==> src/rtl/obas_pkg.sv <==
// Shared constants, codes and control types for the order book arbitrage scan.
package obas_pkg;
    localparam int BOOK_LEVELS = 64;
    localparam int ADDR_W      = $clog2(BOOK_LEVELS);
    localparam int CNT_W       = $clog2(BOOK_LEVELS + 1);
    localparam int MAX_STEPS   = 63;
    localparam int STEP_W      = $clog2(MAX_STEPS + 1);
    localparam int Q_W         = 48;
    localparam int H_W         = Q_W / 2;
    localparam int FEE_W       = 16;
    localparam int PROF_W      = Q_W + 1;
    localparam int OP_W        = 2;
    localparam int REG_IDX_W   = 3;
    localparam int MSTEP_W     = 3;

    localparam logic [Q_W-1:0] Q_MAX     = {Q_W{1'b1}};
    localparam logic [H_W-1:0] H_MAX     = {H_W{1'b1}};
    localparam logic [Q_W-1:0] STEP_RST  = Q_W'(16777216);

    typedef enum logic [OP_W-1:0] {
        OP_CLEAR   = 2'd0,
        OP_ASK     = 2'd1,
        OP_BID     = 2'd2,
        OP_SCAN    = 2'd3
    } t_op;

    typedef enum logic [REG_IDX_W-1:0] {
        REG_SELL_FEE  = 3'd0,
        REG_BUY_FEE   = 3'd1,
        REG_MIN_SIZE  = 3'd2,
        REG_MAX_SIZE  = 3'd3,
        REG_SIZE_STEP = 3'd4
    } t_reg;

    typedef enum logic [3:0] {
        S_IDLE, S_INIT, S_CHECK, S_WRD, S_WEV, S_CMP, S_MUL,
        S_FEE_S, S_FEE_B, S_FEE_SUM, S_PROF, S_EMIT, S_ADV, S_END
    } t_state;

    typedef struct packed {
        logic               acc_item;
        logic               scan_init;
        logic               walk_start;
        logic               walk_rd;
        logic               walk_ev;
        logic               mul_en;
        logic [MSTEP_W-1:0] mul_step;
        logic               fee_s;
        logic               fee_b;
        logic               fee_sum;
        logic               prof;
        logic               adv;
        logic               emit_var;
        logic               emit_end;
    } t_cmd;

    typedef struct packed {
        logic size_gt_max;
        logic totals_ok;
        logic walk_done;
        logic rate_gt;
        logic step_ovf;
        logic out_free;
    } t_stat;
endpackage

==> src/rtl/obas_ctrl.sv <==
// Scan sequencer: state machine, scan step counter and multiply step counter.
module obas_ctrl (
    input  logic                  i_clk,
    input  logic                  i_rst_n,
    input  logic                  i_in_valid,
    input  logic [obas_pkg::OP_W-1:0] i_opcode,
    input  obas_pkg::t_stat       i_stat,
    output obas_pkg::t_cmd        o_cmd,
    output logic                  o_in_ready
);
    import obas_pkg::*;

    t_state             r_state, n_state;
    logic [STEP_W-1:0]  r_steps;
    logic [MSTEP_W-1:0] r_mstep;
    logic               w_steps_done;

    assign w_steps_done = (r_steps == STEP_W'(MAX_STEPS));

    always_ff @(posedge i_clk) begin
        if (!i_rst_n) begin
            r_state <= S_IDLE;
            r_steps <= '0;
            r_mstep <= '0;
        end else begin
            r_state <= n_state;
            if (r_state == S_INIT) r_steps <= '0;
            else if (r_state == S_ADV && !i_stat.step_ovf) r_steps <= r_steps + 1'b1;
            if (r_state == S_CMP) r_mstep <= '0;
            else if (r_state == S_MUL) r_mstep <= r_mstep + 1'b1;
        end
    end

    always_comb begin
        n_state = r_state;
        unique case (r_state)
            S_IDLE: begin
                if (i_in_valid && t_op'(i_opcode) == OP_SCAN) n_state = S_INIT;
            end
            S_INIT:  n_state = S_CHECK;
            S_CHECK: begin
                if (w_steps_done || i_stat.size_gt_max) n_state = S_END;
                else if (i_stat.totals_ok) n_state = S_WRD;
                else n_state = S_ADV;
            end
            S_WRD:     n_state = i_stat.walk_done ? S_CMP : S_WEV;
            S_WEV:     n_state = S_WRD;
            S_CMP:     n_state = i_stat.rate_gt ? S_MUL : S_ADV;
            S_MUL:     n_state = (r_mstep == {MSTEP_W{1'b1}}) ? S_FEE_S : S_MUL;
            S_FEE_S:   n_state = S_FEE_B;
            S_FEE_B:   n_state = S_FEE_SUM;
            S_FEE_SUM: n_state = S_PROF;
            S_PROF:    n_state = S_EMIT;
            S_EMIT:    n_state = i_stat.out_free ? S_ADV : S_EMIT;
            S_ADV:     n_state = i_stat.step_ovf ? S_END : S_CHECK;
            S_END:     n_state = i_stat.out_free ? S_IDLE : S_END;
            default:   n_state = S_IDLE;
        endcase
    end

    always_comb begin
        o_cmd      = '0;
        o_in_ready = 1'b0;
        o_cmd.mul_step = r_mstep;
        unique case (r_state)
            S_IDLE: begin
                o_in_ready     = 1'b1;
                o_cmd.acc_item = i_in_valid;
            end
            S_INIT:    o_cmd.scan_init  = 1'b1;
            S_CHECK:   o_cmd.walk_start = !w_steps_done && !i_stat.size_gt_max
                                          && i_stat.totals_ok;
            S_WRD:     o_cmd.walk_rd    = !i_stat.walk_done;
            S_WEV:     o_cmd.walk_ev    = 1'b1;
            S_MUL:     o_cmd.mul_en     = 1'b1;
            S_FEE_S:   o_cmd.fee_s      = 1'b1;
            S_FEE_B:   o_cmd.fee_b      = 1'b1;
            S_FEE_SUM: o_cmd.fee_sum    = 1'b1;
            S_PROF:    o_cmd.prof       = 1'b1;
            S_EMIT:    o_cmd.emit_var   = i_stat.out_free;
            S_ADV:     o_cmd.adv        = !i_stat.step_ovf;
            S_END:     o_cmd.emit_end   = i_stat.out_free;
            S_CMP: ;
            default: ;
        endcase
    end

`ifndef NO_ASSERTIONS
    a_ready_idle: assert property (@(posedge i_clk) disable iff (!i_rst_n)
        o_in_ready |-> (r_state == S_IDLE))
        else $error("input ready outside idle");
    a_emit_free: assert property (@(posedge i_clk) disable iff (!i_rst_n)
        (o_cmd.emit_var || o_cmd.emit_end) |-> i_stat.out_free)
        else $error("emit while output busy");
    a_steps_bound: assert property (@(posedge i_clk) disable iff (!i_rst_n)
        (r_state == S_ADV) |-> !w_steps_done)
        else $error("scan step count overrun");
`endif
endmodule

==> config.mk <==
export PLATFORM = sky130hd
export DESIGN_NAME = obas_ctrl
export DESIGN_NICKNAME = d
export VERILOG_FILES = /design/src/rtl/obas_pkg.sv /design/src/rtl/obas_ctrl.sv
export SDC_FILE = /design/constraint.sdc
export NUM_CORES = 1
export LEC_CHECK = 0
export BUFFER_PORTS_ARGS = -buffer_cell sky130_fd_sc_hd__buf_2
export CAP_MARGIN = 20
export CELL_PAD_IN_SITES_DETAIL_PLACEMENT = 1
export CELL_PAD_IN_SITES_GLOBAL_PLACEMENT = 1
export CORE_MARGIN = 4
export CORE_UTILIZATION = 35
export DETAILED_ROUTE_END_ITERATION = 7
export PLACE_DENSITY = 0.75
export SYNTH_ARGS = -nofsm -noshare
export SYNTH_HDL_FRONTEND = slang
export SYNTH_SLANG_ARGS = --single-unit
==> constraint.sdc <==
create_clock -name i_clk -period 1.5 [get_ports i_clk]
set_clock_uncertainty 0.1 [all_clocks]
set_input_delay 0.075 -clock i_clk [delete_from_list [all_inputs] [get_ports i_clk]]
set_output_delay 0.075 -clock i_clk [all_outputs]
set_load 0.01 [all_outputs]
Word level (Yosys, flattened, before mapping):

Index checks and enable logic that the tools add are counted.

* eq/ne operators: 17
* add/subtract/negate cells: 2
* bitwise operators: 1
* muxes and demuxes: 24
* reductions and logical operators: 12

Operators with widths (number)
* one-hot mux 4 bit (14 select lines): 1
* equality test 4 bit, second input constant: 6
* two-way mux 4 bit: 6
* equality test 4 x 3 -> 1 bit, second input constant: 4
* two-way mux 1 bit: 16
* equality test 4 x 2 -> 1 bit, second input constant: 2
* adder 6 x 1 -> 6 bit, second input constant: 1
* equality test 6 bit, second input constant: 1
* equality test 4 x 1 -> 1 bit, second input constant: 1
* logical AND 1 bit: 4
* logical NOT 1 bit: 4
* logical NOT 4 bit: 1
* OR reduction 2 bit: 2
* adder 3 x 1 -> 3 bit, second input constant: 1
* equality test 3 bit, second input constant: 1
* two-way mux 3 bit: 1
* equality test 2 bit, second input constant: 1
* inequality test 2 bit, second input constant: 1
* logical OR 1 bit: 1
* NOT 1 bit: 1

* output and inout port bits: 17
* word-level logic and storage cells: 59
* input port bits: 11
* register bits: 13

Logic depth before layout (Yosys ltp):

* depth in word-level cells: 5
* depth in mapped cells: 6
* gate-level depth less buffers: 6

Worst setup path before layout:

OpenSTA, ideal clock, no wires.

* path type: flip-flop to flip-flop
* start: register r_state[0]
* end: register r_state[1]
* cell stages (with the launch flop): 6
* library setup time: 0.115 ns
* arrival: 1.292 ns
* period minus slack after synthesis: 1.507 ns
* path slack: -0.007 ns
* data required time: 1.285 ns
* path buffers: 1
* cells stage by stage: dfxtp_1 -> buf_4 -> nor4_2 -> nand2_1 -> o211ai_1 -> o21ba_1

* cells in the longest elaborated chain, start to end: 2
* elaborated cells on any way between the ends: 16
* classes of those cells: eq/ne (14); mux (1); reduce/logical (1)

RTL lines
* start, declared: line obas_ctrl.sv:13 `t_state r_state, n_state;`
* start signal, assigned: line obas_ctrl.sv:26 `r_state <= n_state;`
* equality test 4 bit, or another cell as far along: line obas_ctrl.sv:36 `unique case (r_state)`
* one-hot mux 4 bit (14 select lines) / inequality test 2 bit (equally long branches)

Parallel ways exist; a longest one is shown, timed or not.
A chain may end at the register's enable or synchronous reset.

==> metrics.md <==
| Metric | Value |
|---|---|
| Status | `finished with violations` |
| Failing checks | `negative setup slack` |
| Initial Util | `0.375` |
| Sequential fraction of the synthesis area | `0.275` |
| Die H | `60.0 um` |
| Initial antenna violation count | `0` |
| Critical Path Fanout Max | `4` |
| Setup slack, reg-to-reg | `-0.11 ns` |
| Cell breakdown of the critical path | `buf_6 -> nand2b_4 -> nor3_4 -> nor3b_4 -> buf_2` |
| DR iter-0 viols | `79` |
| Vias in the first global route | `between 1000 and 1500` |
| Drt drc | `0` |
| Horiz. Die Dim | `60.0 um` |
| Synth-to-layout area growth | `95.1%` |
| Drt first pass iters | `4` |
| Distinct cells, synth | `38` |
| Avg WL per Cell | `26.7 um` |
| Synth top cells by count | `16 x nor2_1, 13 x dfxtp_1, 7 x nand2_1, 7 x nand2b_1, 7 x nor3_1` |
| Final setup vio count | `20` |
| Placed insts | `roughly 190` |
| # rows | `18` |
| RSZ-0062 raised after global routing | `true` |
| Ports | `28` |
| GR Overflow Total | `0` |
| Synth top area cells | `dfxtp_1 28%, nor2_1 6.3%, xnor2_1 5.6%` |
| Achievable clock frequency | `about 560 MHz` |
| # H-tree levels | `1` |
| Synth top area share | `0.275` |
| Cell Area, Synth | `946 um^2` |
| Synth Instances | `114` |
| Synthesized net count | `128` |
| Critical Path End Type | `primary output` |
| Worst stage delay on the critical path | `between 0.3 and 0.4 ns` |
| Crit-path slowest cell | `dfxtp_4` |
| Via/cell ratio | `5.84` |
| Worst min path class | `in2reg` |
| Clock buffer depth | `2` |
| CP bufs+invs | `2` |
| Tot Pwr | `0.907 mW` |
| Fin crit period | `1.80 ns` |
| Post-synth EDFFs | `0` |
| GRT Total Usage | `0.257` |
| P_leak | `around 0.78 nW` |
| Largest net degree at the start of global routing | `10` |
| Setup slack after layout | `-0.298 ns` |
| Fin. Hold Viols | `0` |
| Post-DP HPWL | `2420 um` |
| Core box area | `2520 um^2` |
| Worst EP required | `1.32 ns` |
| CTS tree | `done` |
| Via count | `1268` |
| Ys Warns | `0` |
| Setup crit start kind | `flop` |
| Sink Count | `13` |
| Die area | `between 3000 and 4000 um^2` |
| Num CTS Buffers | `3` |
| Synthesized flop and latch total | `13` |
| Max-slew headroom | `0.749` |
| Final #Nets | `202` |
| ANT nets after route | `0` |
| Max IR drop VDD | `around 0.55 mV` |
| Final Non-Filler Cells | `217` |
| Reg clk slew, reported paths | `0.11 ns` |
| Delay-heaviest family, CP | `simple AND/OR/NAND/NOR gates` |
| Top FF cell, synth | `dfxtp_1` |
| Fin crit share | `1.20` |
| Worst-Margin Slew | `0.374 ns` |
| ANT cells | `0` |
| Most frequent cell after synthesis | `nor2_1` |
| Pwr dens | `492 nW/um^2` |
| Async set or reset register ratio after synthesis | `0` |
| Layout cell share with drive strength beyond 1 | `0.652` |
| Buffers on Ports | `27` |
| CP Class | `reg2out` |
| Mean Syn Cell Area | `just over 8 um^2` |
| Post-Route WL | `5800 um` |
| Crit path DAT | `~1.6 ns` |
| MaxCap Viol Count | `0` |
| Routability congestion estimate | `0.796` |
| Cell taking the most area after synthesis | `dfxtp_1` |
| Worst skew pair latency | `0.30 ns` |
| First-pass GRT wire length | `6690 um` |
| Max-slew violations | `0` |
| Root buffer cell | `clkbuf_4` |
[cell families after synthesis]
| group | count (synthesis) | share of synthesized area |
|---|---|---|
| simple gates | 60 | 0.385 |
| compound gates | 21 | 0.167 |
| flops | 13 | 0.275 |
| buf+inv | 9 | 0.0569 |
| xor+xnor | 6 | 0.0556 |
| fa+ha+maj | 3 | 0.0397 |
| mux | 2 | 0.0212 |
[area by class of cell]
type                    count  area, um^2
fillers                   256         677
clock buffers               4        26.3
flip-flops and latches     13         278
well taps                  30        37.5
multi-input cells          92         867
inverters                   3        11.3
repair buffers             75         626
[state kept, by name, summed over array words and instances (netlist names)]
signal / count
r_mstep: 3
r_steps: 6
r_state: 4
[stage by stage]
step                setup TNS (ns)  hold slack (ns)  instance area (um^2)  worst slack (ns)   util
finish                       -1.86           0.0974                  1850            -0.298  0.732
global route                 -3.05            0.124                  1850            -0.345  0.732
CTS                         -0.634           0.0776                  1590            -0.149  0.629
detailed placement          -0.747            0.261                  1280            -0.104  0.506
global placement            -0.176            0.258                  1280           -0.0594  0.506
floorplan                        0           0.0967                   955            0.0631      -
[report_power, final]
part | internal [mW] | total (mW) | switching (mW)
combinational | 0.159 | 0.306 | 0.147
clock | 0.104 | 0.247 | 0.143
sequential | 0.345 | 0.354 | 0.00898
[final timing paths]
| kind | startpoint | endpoint | cells past startpoint |
|---|---|---|---|
| max reg2reg | r_state[0]$_SDFFE_PN0P_ | r_state[3]$_SDFFE_PN0P_ | 5 |
| min reg2reg | r_steps[5]$_SDFFE_PP0N_ | r_steps[5]$_SDFFE_PP0N_ | 2 |
| min | i_stat[5] | r_state[0]$_SDFFE_PN0P_ | 3 |
| max | r_state[0]$_SDFFE_PN0P_ | o_cmd[13] | 5 |
[worst reg2reg max path, cell delays in order (launching register included)]
cell	delay (ns)
dfxtp_4	0.38
buf_6	0.12
buf_4	0.15
mux2i_1	0.13
or3_4	0.43
a41oi_2	0.20
[what timing repair did]
action	in CTS	in global routing
resized for setup	39	44
pin swaps	11	26
endpoints found under the setup margin	26	27
hold endpoints to repair	3	0
buffers inserted	16	12
cloned	0	0
hold buffers	1	0
[per-layer routing]
layer | up-vias | track usage | wire, um
met5 | - | 0 | 0
met4 | 0 | 0.108 | 274
met3 | 22 | 0.0259 | 398
met2 | 70 | 0.461 | 2910
met1 | 622 | 0.306 | 2220
li1 | 554 | - | -
[layout by cell type, fill, tap and decap left out, types with 2 or more instances in the layout]
cell type | netlist | layout
a211oi_1 | 2 | 2
a21oi_1 | 5 | 4
a41oi_2 | 1 | 2
and2_1 | 4 | 3
buf_2 | 1 | 23
buf_4 | 3 | 22
buf_6 | 1 | 28
clkbuf_4 | 0 | 3
dfxtp_1 | 13 | 7
dfxtp_2 | 0 | 2
dfxtp_4 | 0 | 4
ha_1 | 3 | 2
inv_1 | 3 | 3
mux2i_1 | 2 | 2
nand2_1 | 7 | 4
nand2_2 | 0 | 2
nand2b_1 | 7 | 2
nand2b_4 | 0 | 5
nand3_1 | 5 | 4
nor2_1 | 16 | 12
nor2_2 | 1 | 2
nor2_4 | 0 | 3
nor3_2 | 0 | 4
nor3_4 | 0 | 3
nor4_4 | 0 | 4
o2bb2ai_1 | 3 | 3
xnor2_1 | 6 | 6
No activity file was read; power rests on OpenSTA's default activity.
